--- config.mk ---
export PLATFORM = sky130hd
export DESIGN_NAME = lphm_hash
export DESIGN_NICKNAME = d
export VERILOG_FILES = /design/src/lphm_pkg.sv /design/src/lphm_hash.sv
export SDC_FILE = /design/constraint.sdc
export NUM_CORES = 2
export LEC_CHECK = 0
export BUFFER_PORTS_ARGS = -buffer_cell sky130_fd_sc_hd__buf_4
export CELL_PAD_IN_SITES_DETAIL_PLACEMENT = 1
export CELL_PAD_IN_SITES_GLOBAL_PLACEMENT = 1
export CORE_MARGIN = 2
export CORE_UTILIZATION = 25
export DETAILED_ROUTE_END_ITERATION = 6
export PLACE_DENSITY = 0.41
export SYNTH_ARGS = -nofsm -noshare
export SYNTH_HDL_FRONTEND = slang
export SYNTH_SLANG_ARGS = --single-unit
--- constraint.sdc ---
create_clock -name clk -period 18.48 [get_ports clk]
set_input_delay 3.696 -clock clk [delete_from_list [all_inputs] [get_ports clk]]
set_output_delay 3.696 -clock clk [all_outputs]
set_load 0.05 [all_outputs]
--- src/lphm_pkg.sv ---
// Shared constants, types and helper functions for the linear probe hash map.
package lphm_pkg;

    localparam int SLOTS   = 1024;              // table depth, a power of two
    localparam int SLOT_W  = $clog2(SLOTS);
    localparam int KEY_W   = 64;
    localparam int VAL_W   = 32;
    localparam int FUNC_W  = 2;
    localparam int STAT_W  = 2;
    localparam int CNT_W   = 32;
    localparam int OCC_W   = 11;
    localparam int LR_W    = 5;
    localparam int ENTRY_W = KEY_W + VAL_W;     // key in the low bits, value above
    localparam int IN_W    = KEY_W + VAL_W;
    localparam int OUT_RAW_W = VAL_W + STAT_W + CNT_W + OCC_W;
    localparam int OUT_W   = ((OUT_RAW_W + 7) / 8) * 8;
    localparam int LOAD_W  = OCC_W + LR_W;

    localparam logic [OCC_W-1:0] OCC_MAX   = '1;
    localparam logic [VAL_W-1:0] TOMBSTONE = 32'h8000_0000;

    localparam logic [63:0] MIX_C1 = 64'hbf58_476d_1ce4_e5b9;
    localparam logic [63:0] MIX_C2 = 64'h94d0_49bb_1331_11eb;
    localparam int MIX_SH1 = 30;
    localparam int MIX_SH2 = 27;
    localparam int MIX_SH3 = 31;

    localparam logic [FUNC_W-1:0] FN_INSERT = 2'd0;
    localparam logic [FUNC_W-1:0] FN_GET    = 2'd1;
    localparam logic [FUNC_W-1:0] FN_ERASE  = 2'd2;
    localparam logic [FUNC_W-1:0] FN_NOP    = 2'd3;

    localparam logic [STAT_W-1:0] STAT_OK      = 2'd0;
    localparam logic [STAT_W-1:0] STAT_FULL    = 2'd1;
    localparam logic [STAT_W-1:0] STAT_KEYZERO = 2'd2;

    typedef struct packed {
        logic              done;
        logic [SLOT_W-1:0] slot;
    } hash_rsp_t;

    // Either signed zero marks an empty or deleted value word.
    function automatic logic is_zero_word(input logic [VAL_W-1:0] w);
        return (w[VAL_W-2:0] == '0);
    endfunction

endpackage

--- src/lphm_hash.sv ---
// Iterative key mixer: one shared 32x32 multiplier builds both 64-bit products.
module lphm_hash (
    input  logic                           clk,
    input  logic                           rst_n,
    input  logic                           start,
    input  logic [lphm_pkg::KEY_W-1:0]     key,
    output lphm_pkg::hash_rsp_t            rsp
);

    logic                          busy_reg, busy_next;
    logic                          phase_reg, phase_next;
    logic [2:0]                    sub_reg, sub_next;
    logic                          done_reg, done_next;
    logic [lphm_pkg::SLOT_W-1:0]   slot_reg, slot_next;
    logic [63:0]                   h_reg, h_next;
    logic [63:0]                   acc_reg, acc_next;
    logic [63:0]                   prod_reg, prod_next;

    logic [63:0] mul_const;
    logic [31:0] op_a;
    logic [31:0] op_b;
    logic [63:0] mul_out;
    logic [63:0] acc_sum;
    logic [63:0] mix_mid;
    logic [63:0] mix_end;

    // Each 64x64 product modulo 2^64 is lo*lo plus the two cross terms shifted up.
    assign mul_const = phase_reg ? lphm_pkg::MIX_C2 : lphm_pkg::MIX_C1;
    assign op_a      = (sub_reg == 3'd2) ? h_reg[63:32] : h_reg[31:0];
    assign op_b      = (sub_reg == 3'd1) ? mul_const[63:32] : mul_const[31:0];
    assign mul_out   = 64'(op_a) * 64'(op_b);
    assign acc_sum   = acc_reg + {prod_reg[31:0], 32'd0};
    assign mix_mid   = acc_reg ^ (acc_reg >> lphm_pkg::MIX_SH2);
    assign mix_end   = acc_reg ^ (acc_reg >> lphm_pkg::MIX_SH3);

    always_comb
    begin
        busy_next  = busy_reg;
        phase_next = phase_reg;
        sub_next   = sub_reg;
        done_next  = 1'b0;
        slot_next  = slot_reg;
        h_next     = h_reg;
        acc_next   = acc_reg;
        prod_next  = prod_reg;
        if (start)
        begin
            h_next     = key ^ (key >> lphm_pkg::MIX_SH1);
            busy_next  = 1'b1;
            phase_next = 1'b0;
            sub_next   = 3'd0;
        end
        else if (busy_reg)
        begin
            prod_next = mul_out;
            sub_next  = sub_reg + 3'd1;
            case (sub_reg)
                3'd0:
                begin
                end
                3'd1:
                begin
                    acc_next = prod_reg;
                end
                3'd2, 3'd3:
                begin
                    acc_next = acc_sum;
                end
                3'd4:
                begin
                    sub_next = 3'd0;
                    if (!phase_reg)
                    begin
                        h_next     = mix_mid;
                        phase_next = 1'b1;
                    end
                    else
                    begin
                        busy_next = 1'b0;
                        done_next = 1'b1;
                        slot_next = mix_end[lphm_pkg::SLOT_W-1:0];
                    end
                end
                default:
                begin
                    busy_next = 1'b0;
                    sub_next  = 3'd0;
                end
            endcase
        end
    end

    always_ff @(posedge clk or negedge rst_n)
    begin
        if (!rst_n)
        begin
            busy_reg  <= 1'b0;
            phase_reg <= 1'b0;
            sub_reg   <= 3'd0;
            done_reg  <= 1'b0;
        end
        else
        begin
            busy_reg  <= busy_next;
            phase_reg <= phase_next;
            sub_reg   <= sub_next;
            done_reg  <= done_next;
        end
    end

    always_ff @(posedge clk)
    begin
        slot_reg <= slot_next;
        h_reg    <= h_next;
        acc_reg  <= acc_next;
        prod_reg <= prod_next;
    end

    assign rsp.done = done_reg;
    assign rsp.slot = slot_reg;

endmodule

==> impl_metrics.csv <==
group,metric,value,unit
status,status,"completed",
final_layout,area_growth_syn_to_layout,9.30,%
die,core_area,0.158,mm2
global_routing,grt_antenna_before_repair,11,
clock_tree,cts.root.buffer_cell,"clkbuf_16",
die,floorplan.die.height,403,um
setup_path,critPathKind,"flop to flop",
timing,timing.final.crit_share,56.8,%
global_routing,grt_start_max_net_pins,66,
clock_tree,worst_setup_hold_path_clk_slew,0.07,ns
timing,fin_setup_tns,0,ns
die,start_util,25.2,%
logic_synthesis,synth_edf_count,202,
setup_path,worst_ep_required_time,18.76,ns
clock_tree,cts-root-to-sink-buffers,3,
setup_path,cp_slowest_cell,"ha_1",
timing,report.final.setup_viol,0,
clock_tree,cts_tree,"yes",
worst_hold_path,hp-class,"flop to flop",
final_layout,finalNetCount,5202,
setup_path,critical-path-max-stage-delay,0.67,ns
logic_synthesis,synth_top_flop_cell,"edfxtp_1",
clock_tree,cts_hold_buffers,0,
final_layout,sequential_cell_area,0.00622,mm2
final_layout,fill_cells,18000,
routing,via_count,26600,
clock_tree,tritoncts_num_sinks,208,
timing,fin_hold_viols,0,
setup_path,cp-start-kind,"flop",
logic_synthesis,yosys_warnings,0,
placed_design,gp_routability_congestion,0.829,
timing,final_max_slew_viol_count,0,
final_layout,commonest_non_fill_non_tap_cell_in_the_layout,"inv_1",
setup_path,worst-endpoint-arrival,10.77,ns
routing,final_antenna_violating_net_count,0,
logic_synthesis,netlist-cell-type-count,77,
global_routing,grt_usage,20.0,%
routing,first_iter_violations,1531,
timing,finClkSkew,0.0266,ns
routing,route.detailed.vias_per_inst,4.41,
logic_synthesis,synth_seq_area_share,15.6,%
clock_tree,post-cts-setup-buffers,0,
die,die_width,403,um
routing,remaining_design_rule_violation_count,0,
final_layout,design_area,0.0436,mm2
final_layout,layout.cells.most_common_list,"inv_1, fa_1, ha_1, nor2_1, nand2_1",
final_layout,final_layout_size_suffix_gt1_share,6.22,%
routing,drt-total-wl,161000,um
logic_synthesis,async_reset_ff_share,2.88,%
timing,worst_slew_margin_rel,22.6,%
global_routing,grt_pass1_wl,230000,um
clock_tree,cts_buffers,20,
setup_path,timing.critical_path.mode_cell,"fa_1",
clock_tree,clkLatencyLatePin,0.54,ns
run,maxCapViolCount,0,
setup_path,ff2ff_setup_slack,7.98,ns
logic_synthesis,syn-instance-count,3917,
setup_path,crit_path_max_fanout,37,
placed_design,dpl.hpwl,139000,um
placed_design,port-buffer-count,77,
clock_tree,cts_repair_resize_count,0,
setup_path,endpoint_kind,"flop",
timing,period_minus_slack,10.50,ns
final_layout,layout.core_utilization,27.5,%
die,placementRows,146,
timing,rsz0062_at_grt,"no",
placed_design,placed_cell_area,0.0429,mm2
clock_tree,h-tree-depth,1,
logic_synthesis,synth.net_count,5179,
logic_synthesis,synthesis.area_per_instance,10.2,um2
routing,wire_per_inst,26.7,um
timing,maxClockFrequency,95.3,MHz
logic_synthesis,synth-seq-cells,208,
logic_synthesis,syn-cell-area,0.0399,mm2
global_routing,grt-ovfl-total,0,
routing,drtPass1Iterations,5,
final_layout,multi_input_logic_area,0.0295,mm2
timing,worstMarginPinSlew,1.16,ns
global_routing,first_global_vias,30400,
die,num_io_pins,78,
die,die_area,0.163,mm2
synthesized netlist by cell type, drive strengths merged (2+ instances only):
library cell	n	area [um2]
a221oi	3	26.3
fa	808	16200
and2	98	613
a41oi	2	36.3
nand2b	82	513
a221o	2	20.0
and3	6	37.5
clkbuf	101	403
nor3	17	85.1
buf	10	53.8
mux2i	8	80.1
a21boi	7	52.6
edfxtp	202	6070
nand3	20	100
o211ai	8	65.1
or2	17	106
nor2b	19	119
o21ai	96	484
nor3b	2	15.0
ha	387	4840
xnor2	97	850
o311ai	2	35.0
and4	2	17.5
xor2	93	815
o31ai	7	76.3
o21bai	21	158
a31o	2	17.5
o211a	2	20.0
a2111oi	3	27.5
nor2	254	953
o2111ai	2	17.5
a21o	66	500
clkdlybuf4s15	2	21.3
inv	976	3660
dfrtp	6	150
o31a	2	17.5
o21a	15	113
o221ai	2	17.5
a21oi	122	618
a31oi	11	75.1
nand4	20	125
a211oi	13	113
mux2	51	574
nand2	232	873
clkinv	9	33.8
cell type report:
cell class              count  share of cell area (%)
diodes                      3                  0.0172
clock buffers              23                    1.22
clock inverters            12                   0.322
inverters                 985                    8.49
multi-input cells        2611                    67.8
flip-flops and latches    208                    14.3
well taps                2072                    5.95
repair buffers            114                    1.96
cell families after synthesis:
| group | after synthesis | synth area share [%] |
|---|---|---|
| flip-flops | 208 | 15.6 |
| AO/OA/AOI/OAI | 393 | 6.37 |
| AND/OR/NAND/NOR | 774 | 9.02 |
| adder cells (fa/ha/maj) | 1195 | 52.7 |
| multiplexers | 59 | 1.64 |
| buffers and inverters | 1098 | 10.5 |
| XOR/XNOR | 190 | 4.17 |
layer usage:
layer	track usage, %	wire length, um
met5	0	0
met3	1.45	3850
met2	33.3	76700
met4	3.32	3270
met1	28.8	76900
per-stage QoR:
step                      std cells  hold slack (ns)  setup slack [ns]
after floorplan                3917            0.484              9.64
final                          6028            0.541              7.98
after detailed placement       5990            0.530              7.93
after CTS                      6025            0.548              7.86
after global placement         5990            0.513              7.99
after global routing           6025            0.592              7.31
path summary, 6_finish.rpt:
path,to,cells past startpoint,start
max,prod_reg[62],32,sub_reg[1]
min,acc_reg[52],2,prod_reg[52]
max reg2reg,prod_reg[62],32,sub_reg[1]
min reg2reg,acc_reg[52],2,prod_reg[52]
max in group asynchronous,phase_reg,1,rst_n
min in group asynchronous,done_reg,1,rst_n
worst max-delay path: cells and delay by family, from the launching register on:
kind	cells	cell delay, ns
adders and majority gates	11	5.26
AOI/OAI and AO/OA	8	1.85
buffers and inverters	9	1.81
and+or+nand+nor	3	0.73
DFF	1	0.40
xor gates and xnor gates	1	0.10
Power is not shown: default switching activity piles up to over one toggle a cycle in this logic, so the estimate is an artifact.
