--- config.mk ---
export PLATFORM = sky130hd
export DESIGN_NAME = lphm_ram
export DESIGN_NICKNAME = d
export VERILOG_FILES = /design/src/lphm_ram.sv
export SDC_FILE = /design/constraint.sdc
export NUM_CORES = 1
export LEC_CHECK = 0
export BUFFER_PORTS_ARGS = -buffer_cell sky130_fd_sc_hd__buf_2
export CORE_MARGIN = 5
export CORE_UTILIZATION = 60
export CTS_BUF_LIST = sky130_fd_sc_hd__clkbuf_2 sky130_fd_sc_hd__clkbuf_4 sky130_fd_sc_hd__clkbuf_8
export DETAILED_ROUTE_END_ITERATION = 7
export PLACE_DENSITY = 0.78
export SYNTH_ARGS = -nofsm -noshare
export SYNTH_HDL_FRONTEND = slang
export SYNTH_SLANG_ARGS = --single-unit
--- constraint.sdc ---
create_clock -name clk -period 4.8 [get_ports clk]
set_clock_uncertainty 0.05 [all_clocks]
set_input_delay 0.96 -clock clk [delete_from_list [all_inputs] [get_ports clk]]
set_output_delay 0.96 -clock clk [all_outputs]
set_load 0.02 [all_outputs]
--- src/lphm_ram.sv ---
// Generic single-write, single-read RAM with registered read data.
module lphm_ram #(
    parameter int WIDTH = 8,
    parameter int DEPTH = 16
) (
    input  logic                     clk,
    input  logic                     we,
    input  logic [$clog2(DEPTH)-1:0] waddr,
    input  logic [WIDTH-1:0]         wdata,
    input  logic [$clog2(DEPTH)-1:0] raddr,
    output logic [WIDTH-1:0]         rdata
);

    logic [WIDTH-1:0] mem [DEPTH];
    logic [WIDTH-1:0] rdata_reg;

    always_ff @(posedge clk)
    begin
        if (we)
        begin
            mem[waddr] <= wdata;
        end
        rdata_reg <= mem[raddr];
    end

    assign rdata = rdata_reg;

endmodule

==> key figures, run 1 <==
Status
  • Run status: finished clean

Critical path
  • Crit-path max FO: 8
  • Crit path DAT: 2.55 ns
  • Reg2Reg Setup Slack: 3.35 ns
  • WS Path Type: in2reg
  • Worst R2R Path Depth: 3
  • Worst reg2reg path startpoint: mem[0][1]
  • Reg-to-Reg End: rdata[1]
  • CP Launch Type: input port
  • CP Capture Type: register
  • Data required time of the worst path: 4.78 ns

Logic synthesis
  • Mean Syn Cell Area: 22.5 µm²
  • Ys async rst share: 0
  • Multiplexer area fraction after synthesis: 0.150
  • Post-synthesis simple-gate area fraction: 0.0318
  • Top post-synthesis cells by area: edfxtp_1, mux4_2, mux4_1
  • Largest family of logic cells by synthesized area: multiplexers
  • Register area share after synthesis: 0.778
  • Mapped Cells: 229
  • Top cell type's share of synthesized area: 0.747
  • XOR/XNOR Fraction of Synth Area: 0
  • Predominant post-synthesis flop cell: edfxtp_1
  • Ys Warns: 0
  • Post-Synth Adder-Cell Area: 0
  • Net Count, Synth: 247
  • Mapped Area: 0.00515 mm²
  • EDFF count, synth: 128
  • Synth cell types: 19
  • Post-synthesis compound-gate area fraction: 0.0233
  • Yosys reg bits: 136
  • Leading area contributor after synthesis: edfxtp_1

CTS
  • Max Root-Sink Buffers: 2
  • Clock root buffer: clkbuf_8
  • # Post-CTS Setup Buffers: 0
  • CTS Buf Count: 17
  • CTS tree: yes
  • Post-CTS Hold Buffers: 0
  • Worst-path clk slew: 0.07 ns
  • Skew-Pair Late Insertion Delay: 0.42 ns
  • CTS Sinks: 136
  • CTS H-tree depth: 4
  • Post-CTS sizing: 0

Pwr
  • Pwr Density: 440 mW/mm²
  • P_leak: 1.93 nW
  • Worst vdd ir: 262 µV

GRT
  • Gr usage total: 0.198
  • Initial antenna violation count: 0
  • Vias in the first global route: 2382
  • Largest net degree at the start of global routing: 33
  • GRT Residual Overflow: 0
  • Global-route wire length before repair: 14300 µm

Finish
  • Fill cell count: 492
  • Commonest cells after routing, fill and taps aside: edfxtp_1, buf_2, mux4_2, clkbuf_8, a22oi_1
  • Area growth syn-to-layout: 12.9%
  • Diode count: 0
  • Layout Nets: 282
  • Post-Layout Cell Count: 382
  • Share of cells above drive strength 1: 0.278
  • Max FFs per register: 128
  • Commonest non-fill, non-tap cell in the layout: edfxtp_1

Place
  • Placed insts: 350
  • HPWL after DPL: 5470 µm
  • Pre-CTS setup slack: 1.78 ns
  • IO buf count: 25
  • Routability cong.: 0.751

STA
  • Final setup violation count: 0
  • Relative slew slack: 0.171
  • Max frequency: 389 MHz
  • Slew Viols, Final: 0
  • RSZ-0062 raised after global routing: false
  • Worst slew pin tran: 1.23 ns
  • Crit path time final: 2.57 ns
  • Worst setup margin: 2.23 ns
  • Final Cycle Share: 0.535
  • Hold_ws: 0.628 ns
  • Final Hold Fails: 0
  • Setup TNS: 0 ns

Floorplan
  • Row count: 33
  • Die area: 0.0105 mm²
  • Core box area: 0.00830 mm²
  • Top-level I/O count: 26
  • Die Wd: 103 µm
  • Die H: 103 µm
  • Starting density of the core: 0.620

Worst hold path
  • Class of the worst hold path: reg2reg
  • Hold Path Sink: rdata[7]
  • Hold path start: mem[13][7]
  • WHS Path Cells: 3

Drt
  • Drt total wl: 9160 µm
  • Routed Antenna Nets: 0
  • Detailed Route Iter0 Violations: 221
  • DR DRC count: 0
  • DR pass1 iterations: 5
  • Routed wire per std cell: 24.0 µm
  • Via-per-instance ratio: 6.30
  • Vias post-DR: 2408

Run
  • Max-Cap Viols: 0
## cells by family (layout without fill, tap and decap cells)
| group | Yosys count | after routing |
|---|---|---|
| and+or+nand+nor | 35 | 35 |
| DFF | 136 | 136 |
| AOI/OAI and AO/OA | 16 | 16 |
| buffers and inverters | 10 | 58 |
| muxes | 32 | 32 |
## stage by stage
step                cell area, µm²  utilization  power (W)
global route                  5810        0.700    0.00264
finish                        5810        0.700    0.00255
global placement              5340        0.643    0.00148
detailed placement            5340        0.643    0.00148
CTS                           5810        0.700    0.00257
floorplan                     5150            -    0.00144
## where the power goes
| part | switching (W) | internal, W | total [W] |
|---|---|---|---|
| logic | 0.0000751 | 0.0000474 | 0.000123 |
| registers | 0.00000727 | 0.00133 | 0.00133 |
| clock network | 0.000417 | 0.000681 | 0.00110 |
| total | 0.000499 | 0.00205 | 0.00255 |
## cells in the mapped netlist, drive strengths merged, types with 2 or more instances
cell type      number
mux4               32
nand2b              2
dfxtp               8
clkdlybuf4s25       3
edfxtp            128
nor2               13
buf                 7
nand3b              2
nor3                4
a22oi              16
nand2               9
## area by class of cell
class                      count  area [µm²]  area share
sequential                   136        4000       0.689
multi-input combinational     83        1070       0.184
clock buffer                  19         249      0.0429
clock inverter                13         225      0.0388
timing repair buffer          26         133      0.0228
tap                          105         131      0.0226
## how the worst max path moves through the flow
| stage | from | end | cells after the start |
|---|---|---|---|
| after floorplan | waddr[2] | mem[0][0] | 2 |
| after global placement | raddr[0] | rdata[3] | 4 |
| after detailed placement | raddr[0] | rdata[3] | 4 |
| after CTS | raddr[0] | rdata[3] | 4 |
| after global routing | raddr[0] | rdata[3] | 4 |
| final | waddr[2] | mem[0][2] | 3 |
## worst max-delay path: stages
cell,delay [ns]
buf_2,0.12
or3b_2,0.51
nor3_1,0.96
## layer usage
| metal | global-route usage | vias to the layer above | part of all wire |
|---|---|---|---|
| li1 | - | 1043 | - |
| met1 | 0.286 | 1217 | 0.41 |
| met2 | 0.303 | 136 | 0.49 |
| met3 | 0.0467 | 12 | 0.085 |
| met4 | 0.0696 | 0 | 0.0093 |
| met5 | 0 | - | 0 |
Power figures use the tool's default switching activity.
==> run 2: changes to the inputs <==
Clock period 4.8 ns to 2.6 ns, I/O delays scaled along.
==> run 2 against run 1 <==
Against the previous run:
- global-route usage increased by 0.99 points
- worst setup slack got worse by 1.4 ns
- total power increased by 79%
- die area unchanged
- design area increased by 2.4%
- non-clock buffer count increased by 21
- largest cell class unchanged
==> key figures, run 2 (same netlist as run 1, synthesis figures left out) <==
Pwr
  • Net Sw Frac: 0.210 (+0.0142)
  • Sequential Power Share: 0.538 (+0.016)
  • Worst vdd ir: 430 µV (+64%)
  • Psw: 0.000959 W (+92%)
  • Power share of the clock group: 0.408 (-0.022)
  • Power Internal: 0.00361 W (+76%)
  • P_leak: 2.04 nW (+5.3%)
  • Combinational fraction of design power: 0.054 (+0.006)
  • Pwr Density: 769 mW/mm² (+75%)

GRT
  • Initial antenna violation count: 0 (unchanged)
  • Global-route wire length before repair: 14900 µm (+4.1%)
  • Largest net degree at the start of global routing: 19 (-42%)
  • Gr usage total: 0.208 (+0.00992)
  • GRT Residual Overflow: 0 (unchanged)
  • Vias in the first global route: 2564 (+7.6%)

Drt
  • Vias post-DR: 2526 (+4.9%)
  • DR DRC count: 0 (unchanged)
  • DR pass1 iterations: 4 (-1)
  • Drt total wl: 9820 µm (+7.3%)
  • Via-per-instance ratio: 6.27 (-0.57%)
  • Routed wire per std cell: 24.4 µm (+1.7%)
  • Routed Antenna Nets: 0 (unchanged)
  • Detailed Route Iter0 Violations: 250 (+13%)

CTS
  • Post-CTS sizing: 0 (unchanged)
  • # Post-CTS Setup Buffers: 0 (unchanged)
  • Worst-path clk slew: 0.08 ns (about the same)
  • CTS H-tree depth: 4 (unchanged)
  • CTS tree: yes
  • CTS Buf Count: 17 (unchanged)
  • Post-CTS Hold Buffers: 0 (unchanged)
  • Skew-Pair Late Insertion Delay: 0.43 ns (about the same)
  • Clock root buffer: clkbuf_8
  • Max Root-Sink Buffers: 2 (unchanged)
  • CTS Sinks: 136 (unchanged)

STA
  • Final Cycle Share: 0.692
  • Max frequency: 556 MHz
  • RSZ-0062 raised after global routing: false
  • Worst slew pin tran: 0.794 ns (-0.439 ns)
  • Final Hold Fails: 0 (unchanged)
  • Relative slew slack: 0.468 (+0.297)
  • Hold_ws: 0.416 ns (-0.212 ns)
  • Slew Viols, Final: 0 (unchanged)
  • Crit path time final: 1.80 ns
  • Setup TNS: 0 ns (unchanged)
  • Final setup violation count: 0 (unchanged)

Place
  • HPWL after DPL: 6300 µm (+15%)
  • Routability cong.: 0.758 (+0.84%)
  • IO buf count: 25 (unchanged)
  • DP Area: 0.00551 mm² (+3.2%)

Worst hold path
  • Class of the worst hold path: in2reg
  • WHS Path Cells: 1 (-2)

Critical path
  • Crit path DAT: 2.06 ns (-0.49 ns)
  • Data required time of the worst path: 2.86 ns (-1.92 ns)
  • Critical path's largest stage delay: 0.56 ns (-0.40 ns)
  • Critical path cell sequence: buf_2, buf_12, mux4_1, a22oi_1, nand2_1
  • WS Path Type: in2reg
  • Highest-delay cell along the critical path: mux4_1
  • Worst R2R Path Depth: 3 (unchanged)
  • CP Capture Type: register
  • Crit-path max FO: 12 (+4)
  • CP Launch Type: input port

Finish
  • Layout Nets: 303 (+7.4%)
  • Diode count: 0 (unchanged)
  • Fill cell count: 473 (-3.9%)
  • Final core utilization: 0.717 (+0.0166)
  • Max FFs per register: 128 (unchanged)
  • Share of cells above drive strength 1: 0.329 (+0.0509)
  • Commonest cells after routing, fill and taps aside: edfxtp_1, buf_2, buf_4, mux4_2, clkbuf_8
  • Area growth syn-to-layout: 15.5%
  • Final instance area: 0.00595 mm² (+2.4%)
  • Register area: 0.00400 mm² (unchanged)
  • Area taken by multi-input logic gates: 0.00106 mm² (-0.94%)
  • Commonest non-fill, non-tap cell in the layout: edfxtp_1

Status
  • Run status: finished clean

Floorplan
  • Die area: 0.0105 mm² (unchanged)
  • Top-level I/O count: 26 (unchanged)
  • Die H: 103 µm (unchanged)
  • Starting density of the core: 0.620 (unchanged)
  • Die Wd: 103 µm (unchanged)
  • Core box area: 0.00830 mm² (unchanged)
  • Row count: 33 (unchanged)

Run
  • Max-Cap Viols: 0 (unchanged)
-- run 2: cell count changes in the layout (fill, tap and decap cells not counted) --
cell       before  now
buf_4           1   20
clkinv_4        1    4
buf_12          0    2
bufinv_16       6    4
clkinv_1        2    0
nor3_1          2    4
nor3_2          2    0
clkbuf_4        2    1
clkinv_2        1    2
inv_6           1    2
-- run 2: final timing paths --
check / from / to / slack (ns)
max: raddr[0] / rdata[1] / 0.80
min reg2reg: mem[12][7] / rdata[7] / 0.62
min: wdata[4] / mem[7][4] / 0.42
max reg2reg: mem[2][1] / rdata[1] / 1.13
-- run 2: routing by layer --
metal	up-vias	GRT usage	share of wire
li1	1085	-	-
met1	1291	0.281	0.40
met2	133	0.329	0.50
met3	17	0.0555	0.077
met4	0	0.0787	0.016
met5	-	0	0
-- run 2: worst max-delay path: cells and delay by family --
family / cells / cell delay, ns
muxes: 1 / 0.56
AOI/OAI and AO/OA: 1 / 0.30
and+or+nand+nor: 1 / 0.10
buffers and inverters: 2 / 0.55
-- run 2: power by group through the flow --
| stage | clock [W] | combinational (W) | sequential (W) |
|---|---|---|---|
| after floorplan | 0 | 0.000124 | 0.00253 |
| after global placement | 0 | 0.000237 | 0.00251 |
| after detailed placement | 0 | 0.000245 | 0.00251 |
| after CTS | 0.00190 | 0.000247 | 0.00246 |
| after global routing | 0.00199 | 0.000263 | 0.00247 |
| final | 0.00186 | 0.000246 | 0.00246 |
-- run 2: cell type report --
| class | instances | share of cell area |
|---|---|---|
| repair buffers | 47 | 0.0530 |
| clock inverters | 14 | 0.0332 |
| flip-flops and latches | 136 | 0.673 |
| clock buffers | 18 | 0.0406 |
| well taps | 105 | 0.0221 |
| multi-input cells | 83 | 0.178 |
-- run 2: metrics by stage --
step	total power, W	setup slack [ns]	cells
final	0.00457	0.801	403
after global routing	0.00471	0.719	403
after CTS	0.00461	0.819	403
after detailed placement	0.00276	0.359	371
after global placement	0.00274	0.403	371
after floorplan	0.00265	0.537	229
